## src/rtl/mrle_pkg.sv

```systemverilog
// shared types and constants of the mixed run-length pixel encoder
package mrle_pkg;

    localparam int PIXEL_W = 24;
    localparam int COUNT_W = 16;

    // configuration register index and channel width codes
    localparam logic [0:0] REG_CHANNEL_BYTES = 1'b0;
    localparam logic [1:0] CB_ONE = 2'd1;
    localparam logic [1:0] CB_TWO = 2'd2;

    localparam logic [PIXEL_W-1:0] MASK_ONE = 24'h0000FF;
    localparam logic [PIXEL_W-1:0] MASK_TWO = 24'h00FFFF;
    localparam logic [PIXEL_W-1:0] MASK_ALL = 24'hFFFFFF;

    // packet header codes
    localparam logic [7:0] HDR_LONG_RUN = 8'd128;
    localparam logic [7:0] HDR_RUN_BIAS = 8'd127;
    localparam logic [COUNT_W-1:0] SHORT_RUN_LIMIT = 16'd128;

    typedef struct packed {
        logic [PIXEL_W-1:0] pixel_value;
        logic               end_of_line;
    } pix_item_t;

    typedef struct packed {
        logic               header_valid;
        logic [7:0]         header_byte;
        logic               count_valid;
        logic [COUNT_W-1:0] run_count;
        logic               first_pixel_valid;
        logic [PIXEL_W-1:0] first_pixel;
        logic               second_pixel_valid;
        logic [PIXEL_W-1:0] second_pixel;
        logic               last_result;
    } pkt_item_t;

    typedef enum logic [1:0] {
        JOB_NONE,
        JOB_LIT,
        JOB_RUN
    } job_kind_t;

    // one packet to send: literal from the pixel store, or a repeat run
    typedef struct packed {
        job_kind_t          kind;
        logic [COUNT_W-1:0] len;
        logic [PIXEL_W-1:0] pix;
    } job_t;

    typedef struct packed {
        job_t first;
        job_t second;
    } job_pair_t;

    typedef enum logic [1:0] {
        ST_IDLE,
        ST_LIT_READ,
        ST_LIT_SEND,
        ST_RUN_SEND
    } emit_state_t;

endpackage

```

## src/rtl/mrle_ram.sv

```systemverilog
// generic single-write, single-read ram with registered read data
module mrle_ram #(
    parameter int WIDTH = 24,
    parameter int DEPTH = 64
) (
    input  logic                                   clk,
    input  logic                                   wr_en,
    input  logic [((DEPTH > 1) ? $clog2(DEPTH) : 1)-1:0] wr_addr,
    input  logic [WIDTH-1:0]                       wr_data,
    input  logic                                   rd_en,
    input  logic [((DEPTH > 1) ? $clog2(DEPTH) : 1)-1:0] rd_addr,
    output logic [WIDTH-1:0]                       rd_data
);

    logic [WIDTH-1:0] mem [DEPTH];
    logic [WIDTH-1:0] rd_data_reg;

    // write port
    always_ff @(posedge clk)
    begin
        if (wr_en)
        begin
            mem[wr_addr] <= wr_data;
        end
    end

    // registered read port
    always_ff @(posedge clk)
    begin
        if (rd_en)
        begin
            rd_data_reg <= mem[rd_addr];
        end
    end

    assign rd_data = rd_data_reg;

endmodule

```

## src/rtl/mrle_tracker.sv

```systemverilog
// run tracker: pending count, repeat mode and packet decisions for each pixel
module mrle_tracker #(
    parameter int LITERAL_MAX = 128,
    parameter int RUN_MAX     = 65535
) (
    input  logic                                 clk,
    input  logic                                 rst_n,
    input  logic                                 take,
    input  logic [mrle_pkg::PIXEL_W-1:0]         pixel,
    input  logic                                 eol,
    output mrle_pkg::job_pair_t                  jobs,
    output logic                                 wr_en,
    output logic [$clog2(LITERAL_MAX)-1:0]       wr_idx,
    output logic [mrle_pkg::PIXEL_W-1:0]         wr_data
);

    localparam int IW = $clog2(LITERAL_MAX);
    localparam int CNT_W = mrle_pkg::COUNT_W;

    logic [CNT_W-1:0]            cnt_reg, cnt_next;
    logic                        rep_reg, rep_next;
    logic [mrle_pkg::PIXEL_W-1:0] last_pix_reg;
    logic [CNT_W:0]              cnt_inc;
    logic                        same;
    mrle_pkg::job_t              job_main;
    mrle_pkg::job_t              job_eol;

    assign same    = (pixel == last_pix_reg);
    assign cnt_inc = {1'b0, cnt_reg} + {{CNT_W{1'b0}}, 1'b1};
    assign wr_data = pixel;

    // decide the packets caused by this pixel and the new run state
    always_comb
    begin
        cnt_next = cnt_reg;
        rep_next = rep_reg;
        wr_en    = 1'b0;
        wr_idx   = '0;
        job_main = '{kind: mrle_pkg::JOB_NONE, len: '0, pix: '0};
        job_eol  = '{kind: mrle_pkg::JOB_NONE, len: '0, pix: '0};
        jobs     = '{first: job_main, second: job_eol};

        if (take)
        begin
            priority if (cnt_reg == '0)
            begin
                // start of a new packet
                wr_en    = 1'b1;
                wr_idx   = '0;
                cnt_next = CNT_W'(1);
                rep_next = 1'b0;
            end
            else if (cnt_reg == CNT_W'(1))
            begin
                if (same)
                begin
                    rep_next = 1'b1;
                    cnt_next = CNT_W'(2);
                end
                else
                begin
                    wr_en    = 1'b1;
                    wr_idx   = IW'(1);
                    cnt_next = CNT_W'(2);
                    rep_next = 1'b0;
                    if (2 >= LITERAL_MAX)
                    begin
                        job_main = '{kind: mrle_pkg::JOB_LIT, len: CNT_W'(2), pix: '0};
                        cnt_next = '0;
                    end
                end
            end
            else if (!rep_reg && same)
            begin
                // literal meets two equal pixels: flush all but the last, repeat of two
                job_main = '{kind: mrle_pkg::JOB_LIT, len: cnt_reg - CNT_W'(1), pix: '0};
                cnt_next = CNT_W'(2);
                rep_next = 1'b1;
            end
            else if (rep_reg && !same)
            begin
                // repeat run broken by a new pixel
                job_main = '{kind: mrle_pkg::JOB_RUN, len: cnt_reg, pix: last_pix_reg};
                wr_en    = 1'b1;
                wr_idx   = '0;
                cnt_next = CNT_W'(1);
                rep_next = 1'b0;
            end
            else if (!rep_reg)
            begin
                // literal growth
                wr_en    = 1'b1;
                wr_idx   = cnt_reg[IW-1:0];
                cnt_next = cnt_inc[CNT_W-1:0];
                if (cnt_inc >= (CNT_W+1)'(LITERAL_MAX))
                begin
                    job_main = '{kind: mrle_pkg::JOB_LIT, len: cnt_inc[CNT_W-1:0], pix: '0};
                    cnt_next = '0;
                    rep_next = 1'b0;
                end
            end
            else
            begin
                // repeat growth
                cnt_next = cnt_inc[CNT_W-1:0];
                if (cnt_inc >= (CNT_W+1)'(RUN_MAX))
                begin
                    job_main = '{kind: mrle_pkg::JOB_RUN, len: cnt_inc[CNT_W-1:0],
                                 pix: last_pix_reg};
                    cnt_next = '0;
                    rep_next = 1'b0;
                end
            end

            // end of line flushes whatever is pending
            if (eol)
            begin
                if (cnt_next != '0)
                begin
                    if (cnt_next == CNT_W'(1) || !rep_next)
                    begin
                        job_eol = '{kind: mrle_pkg::JOB_LIT, len: cnt_next, pix: '0};
                    end
                    else
                    begin
                        job_eol = '{kind: mrle_pkg::JOB_RUN, len: cnt_next, pix: pixel};
                    end
                end
                cnt_next = '0;
                rep_next = 1'b0;
            end

            if (job_main.kind == mrle_pkg::JOB_NONE)
            begin
                jobs = '{first: job_eol, second: job_main};
            end
            else
            begin
                jobs = '{first: job_main, second: job_eol};
            end
        end
    end

    // run state
    always_ff @(posedge clk or negedge rst_n)
    begin
        if (!rst_n)
        begin
            cnt_reg <= '0;
            rep_reg <= 1'b0;
        end
        else
        begin
            cnt_reg <= cnt_next;
            rep_reg <= rep_next;
        end
    end

    // most recent pixel, the compare target in both modes
    always_ff @(posedge clk)
    begin
        if (take)
        begin
            last_pix_reg <= pixel;
        end
    end

    a_rep_min_two: assert property (@(posedge clk) disable iff (!rst_n)
        rep_reg |-> (cnt_reg >= CNT_W'(2)))
        else $error("repeat mode with fewer than two pixels");

    a_lit_below_max: assert property (@(posedge clk) disable iff (!rst_n)
        !rep_reg |-> ({1'b0, cnt_reg} < (CNT_W+1)'(LITERAL_MAX)))
        else $error("literal run not flushed at its limit");

    a_eol_clears: assert property (@(posedge clk) disable iff (!rst_n)
        (take && eol) |=> (cnt_reg == '0 && !rep_reg))
        else $error("end of line left a pending run");

endmodule

```

## src/rtl/mrle_emit.sv

```systemverilog
// packet sequencer: reads the pixel store and fills the result register
module mrle_emit #(
    parameter int LITERAL_MAX = 128,
    parameter int PW          = 6
) (
    input  logic                          clk,
    input  logic                          rst_n,
    input  logic                          start,
    input  mrle_pkg::job_pair_t           jobs,
    output logic                          busy,
    output logic                          rd_en,
    output logic [PW-1:0]                 rd_addr,
    input  logic [mrle_pkg::PIXEL_W-1:0]  rd_even,
    input  logic [mrle_pkg::PIXEL_W-1:0]  rd_odd,
    output logic                          pkt_valid,
    input  logic                          pkt_stall,
    output mrle_pkg::pkt_item_t           pkt_data
);

    localparam int CW = $clog2(LITERAL_MAX + 1);

    mrle_pkg::emit_state_t state_reg, state_next;
    logic                  sel_reg, sel_next;
    mrle_pkg::job_pair_t   jobs_reg, jobs_next;
    logic [PW-1:0]         ptr_reg, ptr_next;
    logic [CW-1:0]         rem_reg, rem_next;
    logic                  head_reg, head_next;
    logic                  pkt_valid_reg, pkt_valid_next;
    mrle_pkg::pkt_item_t   pkt_data_reg, pkt_data_next;

    mrle_pkg::job_t        cur;
    mrle_pkg::job_t        launch_job;
    logic                  launch_en;
    logic                  done;
    logic                  last_job;
    logic                  slot_free;
    logic                  load;
    mrle_pkg::pkt_item_t   item;

    assign cur       = sel_reg ? jobs_reg.second : jobs_reg.first;
    assign last_job  = sel_reg || (jobs_reg.second.kind == mrle_pkg::JOB_NONE);
    assign slot_free = !pkt_valid_reg || !pkt_stall;
    assign busy      = (state_reg != mrle_pkg::ST_IDLE);
    assign pkt_valid = pkt_valid_reg;
    assign pkt_data  = pkt_data_reg;

    // sequencer next state and result assembly
    always_comb
    begin
        state_next = state_reg;
        sel_next   = sel_reg;
        jobs_next  = jobs_reg;
        ptr_next   = ptr_reg;
        rem_next   = rem_reg;
        head_next  = head_reg;
        rd_en      = 1'b0;
        rd_addr    = ptr_reg;
        load       = 1'b0;
        done       = 1'b0;
        launch_en  = 1'b0;
        launch_job = jobs.first;
        item       = '0;

        unique case (state_reg)
            mrle_pkg::ST_IDLE:
            begin
                if (start)
                begin
                    jobs_next  = jobs;
                    sel_next   = 1'b0;
                    launch_en  = 1'b1;
                    launch_job = jobs.first;
                end
            end
            mrle_pkg::ST_LIT_READ:
            begin
                rd_en      = 1'b1;
                rd_addr    = ptr_reg;
                state_next = mrle_pkg::ST_LIT_SEND;
            end
            mrle_pkg::ST_LIT_SEND:
            begin
                if (slot_free)
                begin
                    load                    = 1'b1;
                    item.header_valid       = head_reg;
                    item.header_byte        = head_reg ? 8'(rem_reg - CW'(1)) : 8'd0;
                    item.first_pixel_valid  = 1'b1;
                    item.first_pixel        = rd_even;
                    item.second_pixel_valid = (rem_reg >= CW'(2));
                    item.second_pixel       = (rem_reg >= CW'(2)) ? rd_odd : '0;
                    item.last_result        = (rem_reg <= CW'(2)) && last_job;
                    ptr_next                = ptr_reg + PW'(1);
                    rem_next                = rem_reg - CW'(2);
                    head_next               = 1'b0;
                    if (rem_reg <= CW'(2))
                    begin
                        done = 1'b1;
                    end
                    else
                    begin
                        // fetch the next pair while this one is sent
                        rd_en   = 1'b1;
                        rd_addr = ptr_reg + PW'(1);
                    end
                end
            end
            mrle_pkg::ST_RUN_SEND:
            begin
                if (slot_free)
                begin
                    load              = 1'b1;
                    item.header_valid = 1'b1;
                    if (cur.len < mrle_pkg::SHORT_RUN_LIMIT)
                    begin
                        item.header_byte = cur.len[7:0] + mrle_pkg::HDR_RUN_BIAS;
                    end
                    else
                    begin
                        item.header_byte = mrle_pkg::HDR_LONG_RUN;
                        item.count_valid = 1'b1;
                        item.run_count   = cur.len;
                    end
                    item.first_pixel_valid = 1'b1;
                    item.first_pixel       = cur.pix;
                    item.last_result       = last_job;
                    done                   = 1'b1;
                end
            end
            default:
            begin
                state_next = mrle_pkg::ST_IDLE;
            end
        endcase

        // move on to the second packet or finish
        if (done)
        begin
            if (!last_job)
            begin
                sel_next   = 1'b1;
                launch_en  = 1'b1;
                launch_job = jobs_reg.second;
            end
            else
            begin
                state_next = mrle_pkg::ST_IDLE;
            end
        end

        // start a packet
        if (launch_en)
        begin
            unique case (launch_job.kind)
                mrle_pkg::JOB_LIT:
                begin
                    state_next = mrle_pkg::ST_LIT_READ;
                    ptr_next   = '0;
                    rem_next   = CW'(launch_job.len);
                    head_next  = 1'b1;
                end
                mrle_pkg::JOB_RUN:
                begin
                    state_next = mrle_pkg::ST_RUN_SEND;
                end
                default:
                begin
                    state_next = mrle_pkg::ST_IDLE;
                end
            endcase
        end
    end

    // result register
    always_comb
    begin
        pkt_valid_next = pkt_valid_reg;
        pkt_data_next  = pkt_data_reg;
        if (load)
        begin
            pkt_valid_next = 1'b1;
            pkt_data_next  = item;
        end
        else if (!pkt_stall)
        begin
            pkt_valid_next = 1'b0;
        end
    end

    // control state
    always_ff @(posedge clk or negedge rst_n)
    begin
        if (!rst_n)
        begin
            state_reg     <= mrle_pkg::ST_IDLE;
            sel_reg       <= 1'b0;
            jobs_reg      <= '0;
            ptr_reg       <= '0;
            rem_reg       <= '0;
            head_reg      <= 1'b0;
            pkt_valid_reg <= 1'b0;
        end
        else
        begin
            state_reg     <= state_next;
            sel_reg       <= sel_next;
            jobs_reg      <= jobs_next;
            ptr_reg       <= ptr_next;
            rem_reg       <= rem_next;
            head_reg      <= head_next;
            pkt_valid_reg <= pkt_valid_next;
        end
    end

    // result payload
    always_ff @(posedge clk)
    begin
        pkt_data_reg <= pkt_data_next;
    end

    a_lit_nonempty: assert property (@(posedge clk) disable iff (!rst_n)
        (state_reg == mrle_pkg::ST_LIT_SEND) |-> (rem_reg != '0))
        else $error("literal packet with no pixels left");

    a_busy_has_job: assert property (@(posedge clk) disable iff (!rst_n)
        (state_reg != mrle_pkg::ST_IDLE) |-> (jobs_reg.first.kind != mrle_pkg::JOB_NONE))
        else $error("sequencer busy without a packet");

    a_finish_last: assert property (@(posedge clk) disable iff (!rst_n)
        (state_reg != mrle_pkg::ST_IDLE && state_next == mrle_pkg::ST_IDLE)
        |-> (pkt_valid_next && pkt_data_next.last_result))
        else $error("item finished without a last result");

endmodule

```

## src/rtl/mixed_rle_pixel_encoder_unit.sv

```systemverilog
// Mixed run-length pixel encoder: one scanline pixel per transfer in, literal and repeat
// packets out. Each output transfer carries an optional header, an optional 16-bit long-run
// count and up to two pixels. Pixels are masked to channel_bytes bytes (register at byte
// address 0; 1 = low byte, 2 = two bytes, 3 or 0 = all three). The tracker decides an accepted
// pixel's packets combinationally; the input is then stalled while they are sent: a repeat
// packet is one transfer, and a literal packet first reads the pixel store, then sends one
// pixel pair a cycle from the two banks of the store unless the output stalls. A pixel that
// closes no packet does not stall the input, and the result register lets the next pixel in
// while the last result still waits to be taken. No clearing pass is needed after reset.
module mixed_rle_pixel_encoder_unit #(
    parameter int LITERAL_MAX = 128,
    parameter int RUN_MAX     = 65535
) (
    input  logic                clk,
    input  logic                rst_n,
    input  logic                pix_valid,
    output logic                pix_stall,
    input  mrle_pkg::pix_item_t pix_data,
    output logic                pkt_valid,
    input  logic                pkt_stall,
    output mrle_pkg::pkt_item_t pkt_data,
    input  logic                psel,
    input  logic                penable,
    input  logic                pwrite,
    input  logic [2:0]          paddr,
    input  logic [31:0]         pwdata,
    output logic [31:0]         prdata,
    output logic                pready
);

    localparam int IW         = $clog2(LITERAL_MAX);
    localparam int HOLD_DEPTH = (LITERAL_MAX + 1) / 2;
    localparam int PW         = (HOLD_DEPTH > 1) ? $clog2(HOLD_DEPTH) : 1;

    logic [1:0]                   ch_reg;
    logic [mrle_pkg::PIXEL_W-1:0] mask;
    logic [mrle_pkg::PIXEL_W-1:0] pixel;
    logic                         take;
    logic                         busy;
    mrle_pkg::job_pair_t          jobs;
    logic                         wr_en;
    logic [IW-1:0]                wr_idx;
    logic [mrle_pkg::PIXEL_W-1:0] wr_data;
    logic [PW-1:0]                wr_pair;
    logic                         rd_en;
    logic [PW-1:0]                rd_addr;
    logic [mrle_pkg::PIXEL_W-1:0] rd_even;
    logic [mrle_pkg::PIXEL_W-1:0] rd_odd;

    // configuration port
    assign pready = 1'b1;
    assign prdata = (paddr[2] == mrle_pkg::REG_CHANNEL_BYTES) ? {30'd0, ch_reg} : 32'd0;

    always_ff @(posedge clk or negedge rst_n)
    begin
        if (!rst_n)
        begin
            ch_reg <= 2'd3;
        end
        else if (psel && penable && pwrite && pready &&
                 paddr[2] == mrle_pkg::REG_CHANNEL_BYTES)
        begin
            ch_reg <= pwdata[1:0];
        end
    end

    // channel mask
    always_comb
    begin
        unique case (ch_reg)
            mrle_pkg::CB_ONE: mask = mrle_pkg::MASK_ONE;
            mrle_pkg::CB_TWO: mask = mrle_pkg::MASK_TWO;
            default:          mask = mrle_pkg::MASK_ALL;
        endcase
    end

    assign pixel     = pix_data.pixel_value & mask;
    assign take      = pix_valid && !busy;
    assign pix_stall = busy;

    mrle_tracker #(
        .LITERAL_MAX (LITERAL_MAX),
        .RUN_MAX     (RUN_MAX)
    ) u_tracker (
        .clk     (clk),
        .rst_n   (rst_n),
        .take    (take),
        .pixel   (pixel),
        .eol     (pix_data.end_of_line),
        .jobs    (jobs),
        .wr_en   (wr_en),
        .wr_idx  (wr_idx),
        .wr_data (wr_data)
    );

    // pixel store: even and odd entries in separate banks, one pair read a cycle unless the output stalls
    assign wr_pair = PW'(wr_idx >> 1);

    mrle_ram #(
        .WIDTH (mrle_pkg::PIXEL_W),
        .DEPTH (HOLD_DEPTH)
    ) u_bank_even (
        .clk     (clk),
        .wr_en   (wr_en && !wr_idx[0]),
        .wr_addr (wr_pair),
        .wr_data (wr_data),
        .rd_en   (rd_en),
        .rd_addr (rd_addr),
        .rd_data (rd_even)
    );

    mrle_ram #(
        .WIDTH (mrle_pkg::PIXEL_W),
        .DEPTH (HOLD_DEPTH)
    ) u_bank_odd (
        .clk     (clk),
        .wr_en   (wr_en && wr_idx[0]),
        .wr_addr (wr_pair),
        .wr_data (wr_data),
        .rd_en   (rd_en),
        .rd_addr (rd_addr),
        .rd_data (rd_odd)
    );

    mrle_emit #(
        .LITERAL_MAX (LITERAL_MAX),
        .PW          (PW)
    ) u_emit (
        .clk       (clk),
        .rst_n     (rst_n),
        .start     (take),
        .jobs      (jobs),
        .busy      (busy),
        .rd_en     (rd_en),
        .rd_addr   (rd_addr),
        .rd_even   (rd_even),
        .rd_odd    (rd_odd),
        .pkt_valid (pkt_valid),
        .pkt_stall (pkt_stall),
        .pkt_data  (pkt_data)
    );

endmodule
```

## config.mk

```make
export PLATFORM = sky130hd
export DESIGN_NAME = mixed_rle_pixel_encoder_unit
export DESIGN_NICKNAME = d
export VERILOG_FILES = /design/src/rtl/mrle_pkg.sv /design/src/rtl/mrle_ram.sv /design/src/rtl/mrle_tracker.sv /design/src/rtl/mrle_emit.sv /design/src/rtl/mixed_rle_pixel_encoder_unit.sv
export SDC_FILE = /design/constraint.sdc
export NUM_CORES = 2
export LEC_CHECK = 0
export BUFFER_PORTS_ARGS = -buffer_cell sky130_fd_sc_hd__buf_2
export CORE_UTILIZATION = 55
export CTS_BUF_LIST = sky130_fd_sc_hd__clkbuf_2 sky130_fd_sc_hd__clkbuf_4 sky130_fd_sc_hd__clkbuf_8
export DETAILED_ROUTE_END_ITERATION = 16
export GPL_TIMING_DRIVEN = 0
export PLACE_DENSITY_LB_ADDON = 0.08
export REMOVE_ABC_BUFFERS = 1
export SLEW_MARGIN = 25
export SYNTH_ARGS = -nofsm -noshare
export SYNTH_HDL_FRONTEND = slang
export SYNTH_SLANG_ARGS = --single-unit
```

## constraint.sdc

```tcl
create_clock -name clk -period 10.95 [get_ports clk]
set_clock_uncertainty 0.15 [all_clocks]
set_input_delay 2.19 -clock clk [delete_from_list [all_inputs] [get_ports clk]]
set_output_delay 2.19 -clock clk [all_outputs]
set_load 0.005 [all_outputs]
```

## After elaboration in Yosys (flattened, before gate mapping)

Memory sizes are Yosys's and may differ from the RTL's. A register that Yosys moved wholly into a read port is not among the register bits.
Cells that the tools add are included.

| storage, ports and cells | value |
|---|---|
| register bits | 221 |
| output and inout port bits | 112 |
| memories kept | 2 |
| input bits | 67 |
| bits in writable memories | 3072 |

Memories:

| memory | depth | bits a word | rd ports | clocked after Yosys merged registers in | wr ports | RTL line | text |
|---|---|---|---|---|---|---|---|
| u_bank_even.mem | 64 | 24 | 1 | 1 | 1 | mrle_ram.sv:15 | `logic [WIDTH-1:0] mem [DEPTH];` |
| u_bank_odd.mem | 64 | 24 | 1 | 1 | 1 | mrle_ram.sv:15 |  |

| cells by class | value |
|---|---|
| $lt $le $gt $ge | 5 |
| add/subtract/negate cells | 6 |
| reductions and logical operators | 31 |
| bitwise logic cells | 4 |
| multiplexer cells | 103 |
| eq/ne operators | 11 |

Operators with widths:

| operator | count |
|---|---|
| 42-bit 2-to-1 mux | 12 |
| 84-bit 2-to-1 mux | 2 |
| 16-bit 2-to-1 mux | 9 |
| 51-bit 2-to-1 mux | 2 |
| 25-bit one-hot mux with 2 select lines | 1 |
| 8-bit 2-to-1 mux | 6 |
| 24-bit one-hot mux with 2 select lines | 1 |
| 1-bit 2-to-1 mux | 42 |
| 6-bit 2-to-1 mux | 7 |
| 7-bit 2-to-1 mux | 6 |
| 41-bit 2-to-1 mux | 1 |
| 40-bit 2-to-1 mux | 1 |
| 16-bit by 1-bit equality test with 1-bit output (second input constant) | 2 |
| 24-bit bitwise AND | 1 |
| 24-bit equality test | 1 |
| 24-bit 2-to-1 mux | 1 |
| 9-bit one-hot mux with 2 select lines | 1 |
| 16-bit by 1-bit adder with 17-bit output (second input constant) | 1 |
| 17-bit by 16-bit greater-or-equal comparator with 1-bit output (second input constant) | 1 |
| 17-bit by 8-bit greater-or-equal comparator with 1-bit output (second input constant) | 1 |
| 17-bit 2-to-1 mux | 1 |
| 16-bit zero test | 1 |
| 16-bit by 8-bit < comparator with 1-bit output (second input constant) | 1 |
| 16-bit nonzero test | 1 |
| 24 further kinds | 57 |

## Logic depth before layout (Yosys ltp)

| depth | value |
|---|---|
| depth in word-level cells | 23 |
| mapped depth | 21 |
| mapped depth without buffers | 17 |

## Modules after synthesis

Synthesis repeated with hierarchy kept, for this count alone.

| second synthesis, totals | value |
|---|---|
| cells, all modules | 6655 |
| area total of the unflattened synthesis | 132373.2 µm² |

Modules (own cells, without submodules):

| module | instances | area each (µm²) | sequential area each (µm²) | cells each |
|---|---|---|---|---|
| mrle_ram | 2 | 59535.8 | 46844.9 | 2610 |
| mrle_emit | 1 | 7986.4 | 4839.6 | 768 |
| mrle_tracker | 1 | 4820.9 | 1146.1 | 606 |
| mixed_rle_pixel_encoder_unit | 1 | 494.2 | 52.6 | 61 |

## Worst setup path after synthesis

Ideal clock, no wire load.

| timing | value |
|---|---|
| path type | input to register |
| start | input pix_data[12] in the netlist's numbering |
| end | memory u_bank_even.mem[10][0], enable pin |
| path slack | 2.003 ns |
| data arrival time | 8.392 ns |
| setup time | 0.405 ns |
| cell stages on the path | 11 |
| required time | 10.395 ns |
| path buffers | 3 |
| path through | nor2b_1 > xor2_1 > nor3_1 > and4_1 > clkbuf_1 > nand2_1 > clkbuf_1 > clkbuf_1 > a221oi_1 > nand2_1 > nor2_1 |

| between the ends | value |
|---|---|
| cells in the longest elaborated chain, start to end | 13 |
| elaborated cells between the ends (all ways) | 21 |
| those cells by class | eq/ne (1); mux (14); bitwise (1); reduce/logical (5) |

RTL lines:

| what | RTL line | text |
|---|---|---|
| start, declared | mixed_rle_pixel_encoder_unit.sv:18 | `input mrle_pkg::pix_item_t pix_data,` |
| 24-bit bitwise AND (*) | mixed_rle_pixel_encoder_unit.sv:77 | `assign pixel = pix_data.pixel_value & mask;` |
| 24-bit equality test (*) | mrle_tracker.sv:28 | `assign same = (pixel == last_pix_reg);` |
| 1-bit zero test | mrle_tracker.sv:80 | `else if (rep_reg && !same)` |
| 1-bit logical AND | mrle_tracker.sv:80 |  |
| 7-bit 2-to-1 mux | mrle_tracker.sv:80 |  |
| 7-bit 2-to-1 mux | mrle_tracker.sv:73 | `else if (!rep_reg && same)` |
| 7-bit 2-to-1 mux | mrle_tracker.sv:53 | `else if (cnt_reg == CNT_W'(1))` |
| 7-bit 2-to-1 mux | mrle_tracker.sv:45 | `priority if (cnt_reg == '0)` |
| 7-bit 2-to-1 mux | mrle_tracker.sv:43 | `if (take)` |
| 1-bit zero test | mixed_rle_pixel_encoder_unit.sv:104 | `.wr_en (wr_en && !wr_idx[0]),` |
| 1-bit logical AND | mixed_rle_pixel_encoder_unit.sv:104 |  |
| 1-bit 2-to-1 mux | mrle_ram.sv:21 | `if (wr_en)` |
| 1-bit 2-to-1 mux (not written as such) | mrle_ram.sv:23 | `mem[wr_addr] <= wr_data;` |
| end, declared | mrle_ram.sv:15 |  |

Mark *: on every way between the ends. The rest lies on a longest branch, timed or not.

## Worst setup path in the final report

| timing | value |
|---|---|
| start | input pix_data[7] in the netlist's numbering |
| end | register u_emit.rem_reg[7] |

| between the ends | value |
|---|---|
| cells in the longest elaborated chain, start to end | 21 |
| elaborated cells between the ends (all ways) | 36 |
| those cells by class | eq/ne (3); mux (25); bitwise (1); reduce/logical (7) |

RTL lines:

| what | RTL line | text |
|---|---|---|
| 24-bit bitwise AND (*) | mixed_rle_pixel_encoder_unit.sv:77 |  |
| 24-bit equality test (*) | mrle_tracker.sv:28 |  |
| 1-bit zero test | mrle_tracker.sv:80 |  |
| 1-bit logical AND | mrle_tracker.sv:80 |  |
| 16-bit 2-to-1 mux or 1-bit 2-to-1 mux (tied branches) | mrle_tracker.sv:80 |  |
| 16-bit 2-to-1 mux or 1-bit 2-to-1 mux (tied branches) | mrle_tracker.sv:73 |  |
| 16-bit 2-to-1 mux or 1-bit 2-to-1 mux (tied branches) | mrle_tracker.sv:53 |  |
| 16-bit 2-to-1 mux or 1-bit 2-to-1 mux (tied branches) | mrle_tracker.sv:45 |  |
| [... 6 more ...] | n/a |  |
| 84-bit 2-to-1 mux (*) | mrle_tracker.sv:133 | `if (job_main.kind == mrle_pkg::JOB_NONE)` |
| 84-bit 2-to-1 mux (*) | mrle_tracker.sv:43 |  |
| 42-bit 2-to-1 mux | mrle_emit.sv:139 | `if (!last_job)` |
| 42-bit 2-to-1 mux (*) | mrle_emit.sv:137 | `if (done)` |
| 2-bit by 1-bit equality test with 1-bit output | mrle_emit.sv:154 | `unique case (launch_job.kind)` |
| 8-bit 2-to-1 mux (*) | mrle_emit.sv:154 |  |
| 8-bit 2-to-1 mux (*) | mrle_emit.sv:152 | `if (launch_en)` |
| via u_emit.rem_next[7] | mrle_emit.sv:26 | `logic [CW-1:0] rem_reg, rem_next;` |
| end signal, assigned | mrle_emit.sv:209 | `rem_reg <= rem_next;` |
| end, declared | mrle_emit.sv:26 |  |

Mark *: on every way through the listed nets, which the timed path passes. The rest lies on a longest branch. The select of a mux whose other input is x is not followed.
A chain may end at the register's enable or synchronous reset.

==> results.md <==
* Worst-margin pin slew at 1207 ps
* Top cells by area, synth: edfxtp_1 73%, mux4_2 6.7%, nand2_1 5.6%
* Vias in the first global route at 77200
* H-tree depth at 6
* Final WL at 370.5 mm
* Synthesized cell area at 133100 um2
* Max Cap Viol at 0
* Synth area leader: edfxtp_1
* Cell count after placement at 11600
* Post-synthesis sequential area ratio at 74.94%
* Setup TNS at 0 ps
* Wire per inst at 29.47 um
* Warnings, synthesis at 0
* Vias at 78780
* Area of the die at 243900 um2
* Clock Tree Buf Depth at 4
* CTS Buf Count at 563
* Core Rows at 180
* CP bufs+invs at 2
* Max Clk Rate at 129.9 MHz
* Post-synthesis compound-gate area fraction at 5.290%
* CP Cell Sequence: buf_6 -> buf_16 -> xnor2_1 -> nand4_1 -> a2111oi_0 -> and4_1 -> and2_1 -> nand2_1 -> o2bb2ai_2 -> o21ai_0 -> a211oi_1 -> o221a_2 -> ha_1 -> and2_1 -> o21ai_0 -> a21o_1 -> o21ai_0
* Post-CTS Repair Setup Buffers at 0
* Hold depth at 1
* Setup crit end kind: register
* Pin count of the biggest net entering global routing at 93
* All-Layer GR Usage at 30.39%
* Congestion Overflow GR at 0
* Worst-skew pair later-pin latency at 1090 ps
* Synthesized flop and latch total at 3341
* Port-buffer cells at 115
* End-of-flow core utilization at 65.65%
* Placer Congestion at 0.8664
* Worst Slack Setup Final at 3252 ps
* CP startpoint kind: primary input
* Most common cell in the netlist: edfxtp_1
* Cells after Synth at 8438
* Slowest library cell on the worst path: and2_1
* Post-CTS sizing at 0
* Netlist cell types at 85
* Reg2reg path depth at 17
* Root Driver: clkbuf_8
* Share of cells above drive strength 1 at 21.42%
* Via density per instance at 6.268
* Total clock sinks at 3341
* Die X-Extent at 493.9 um
* Largest family of logic cells by synthesized area: simple AND/OR/NAND/NOR gates
* Multiplexer area fraction after synthesis at 7.570%
* CTS tree: done
* Worst path depth at 17
* Pwr Total at 0.03701 W
* Placed wire-length estimate at 239.0 mm
* Post-synth top cells: 3221 x edfxtp_1, 1972 x nand2_1, 407 x clkbuf_1, 397 x mux4_2, 361 x a311oi_1
* Post-Synth XOR/XNOR Area at 0.5058%
* Drt initial violations at 9415
* Post-Layout Cell Count at 12570
* Initial Util at 55.33%
* VDD IR max at 0.1522 mV
* PwrDens at 234.4 nW/um2
* Core area at 240500 um2
* Leakage power at 53.81 nW
* Layout Area Growth over Synthesis at 18.65%
* CP delay by family, top: compound AO/OA/AOI/OAI gates
* Synth Flop Type: edfxtp_1
* Post-route ant nets at 0
* Fin crit share at 70.30%
* Initial antenna violation count at 12
* Worst min-delay path category: register to register
* Setup WS pre-CTS at 2368 ps
* Share of async-settable or async-resettable flops after synthesis at 3.592%
* Critical-path maximum fanout at 68
* Setup violations, final at 0
* Final slew viol count at 0
* EDFF count, synth at 3221
* Cell repeated most along the worst path: o21ai_0
* Post-Synth Adder-Cell Area at 0.1692%
* Endpoints failing hold at 0
* RSZ-0062 raised after global routing: false
* Outcome: completed
* Die height at 493.9 um
* CTS clk-pin slew, worst paths at 60 ps
* Ports at 179
* Critical path type: primary input to register
* DRC at 0
* Synth Area per Inst at 15.77 um2
* Top cell type's share of synthesized area at 72.68%
* Arr. time, crit path at 8540 ps
* Slew HR at 19.55%
* Required time worst endpoint at 11790 ps
* Simple-Gate Fraction of Synth Area at 9.552%
* Drt pass-1 iters at 7
* Nets@finish at 9065
* Hold Buf Count CTS at 0
* Crit-path max cell delay at 840 ps
* First-pass GRT wire length at 534.2 mm
* Fin crit period at 7698 ps
-- through the flow --
stage | hold WS, ps | area, um2
CTS | 327.4 | 157900
detailed placement | 313.7 | 147300
global placement | 308.8 | 135200
global route | 344.4 | 157900
floorplan | 296.5 | 130700
finish | 324.1 | 157900
-- logic make-up after synthesis --
kind of cell / count (synthesis)
AND/OR/NAND/NOR: 2957
multiplexers: 508
buffers and inverters: 618
adder cells (fa/ha/maj): 18
XOR/XNOR: 73
flip-flops: 3341
AO/OA/AOI/OAI: 921
other: 2
-- cell type report --
class | instances | area (um2)
inverters | 31 | 178.9
clock inverters | 184 | 1174
diodes | 15 | 37.54
fillers | 16370 | 82630
repair buffers | 535 | 11240
well taps | 3185 | 3985
clock buffers | 771 | 9423
multi-input cells | 4508 | 32140
flip-flops and latches | 3341 | 99730
-- power breakdown --
group	leakage [nW]	total (W)	internal, W	switching (W)
registers	30.9	0.0148	0.0147	0.000134
clock network	5.59	0.0107	0.00582	0.00487
logic	17.4	0.0115	0.00477	0.00674
-- placed cells by master (no fill, tap or decap), types with 18 or more instances in the layout --
cell	instances
and2_1	45
buf_8	43
nand2_1	1963
nor2_1	87
a311oi_1	361
a31oi_1	100
nor3_1	31
mux4_2	397
a22oi_1	25
o21ai_0	96
nor2_4	130
buf_2	106
xor2_1	29
nand3_1	300
mux2i_1	91
ha_1	18
clkinv_1	105
buf_16	331
clkbuf_8	581
inv_6	21
dfrtp_1	116
clkbuf_4	190
edfxtp_1	3221
a221o_1	48
o22ai_1	65
o31ai_1	97
nand4_1	20
conb_1	31
buf_12	39
xnor2_1	36
a21oi_1	42
clkinv_2	36
inv_1	18
and3_1	284
-- per-layer routing --
layer / GRT usage [%] / vias up / share of wire [%]
met2: 48.18 / 3861 / 48
met4: 15.15 / 4 / 5.2
met3: 5.266 / 706 / 8.2
met1: 40.98 / 40400 / 39
met5: 0 / - / 0.0081
li1: - / 33820 / -
-- worst paths after layout --
kind                                     startpoint             endpoint  slack [ps]
worst max-delay path                    pix_data[7]    u_emit.rem_reg[7]        3250
worst min-delay path            u_emit.jobs_reg[71]  u_emit.jobs_reg[71]         320
worst max register to register            ch_reg[1]    u_emit.rem_reg[7]        3450
worst min register to register  u_emit.jobs_reg[71]  u_emit.jobs_reg[71]         320
max in group asynchronous                     rst_n            ch_reg[0]        8880
min in group asynchronous                     rst_n    u_emit.ptr_reg[0]         870
Power figures use the tool's default switching activity.
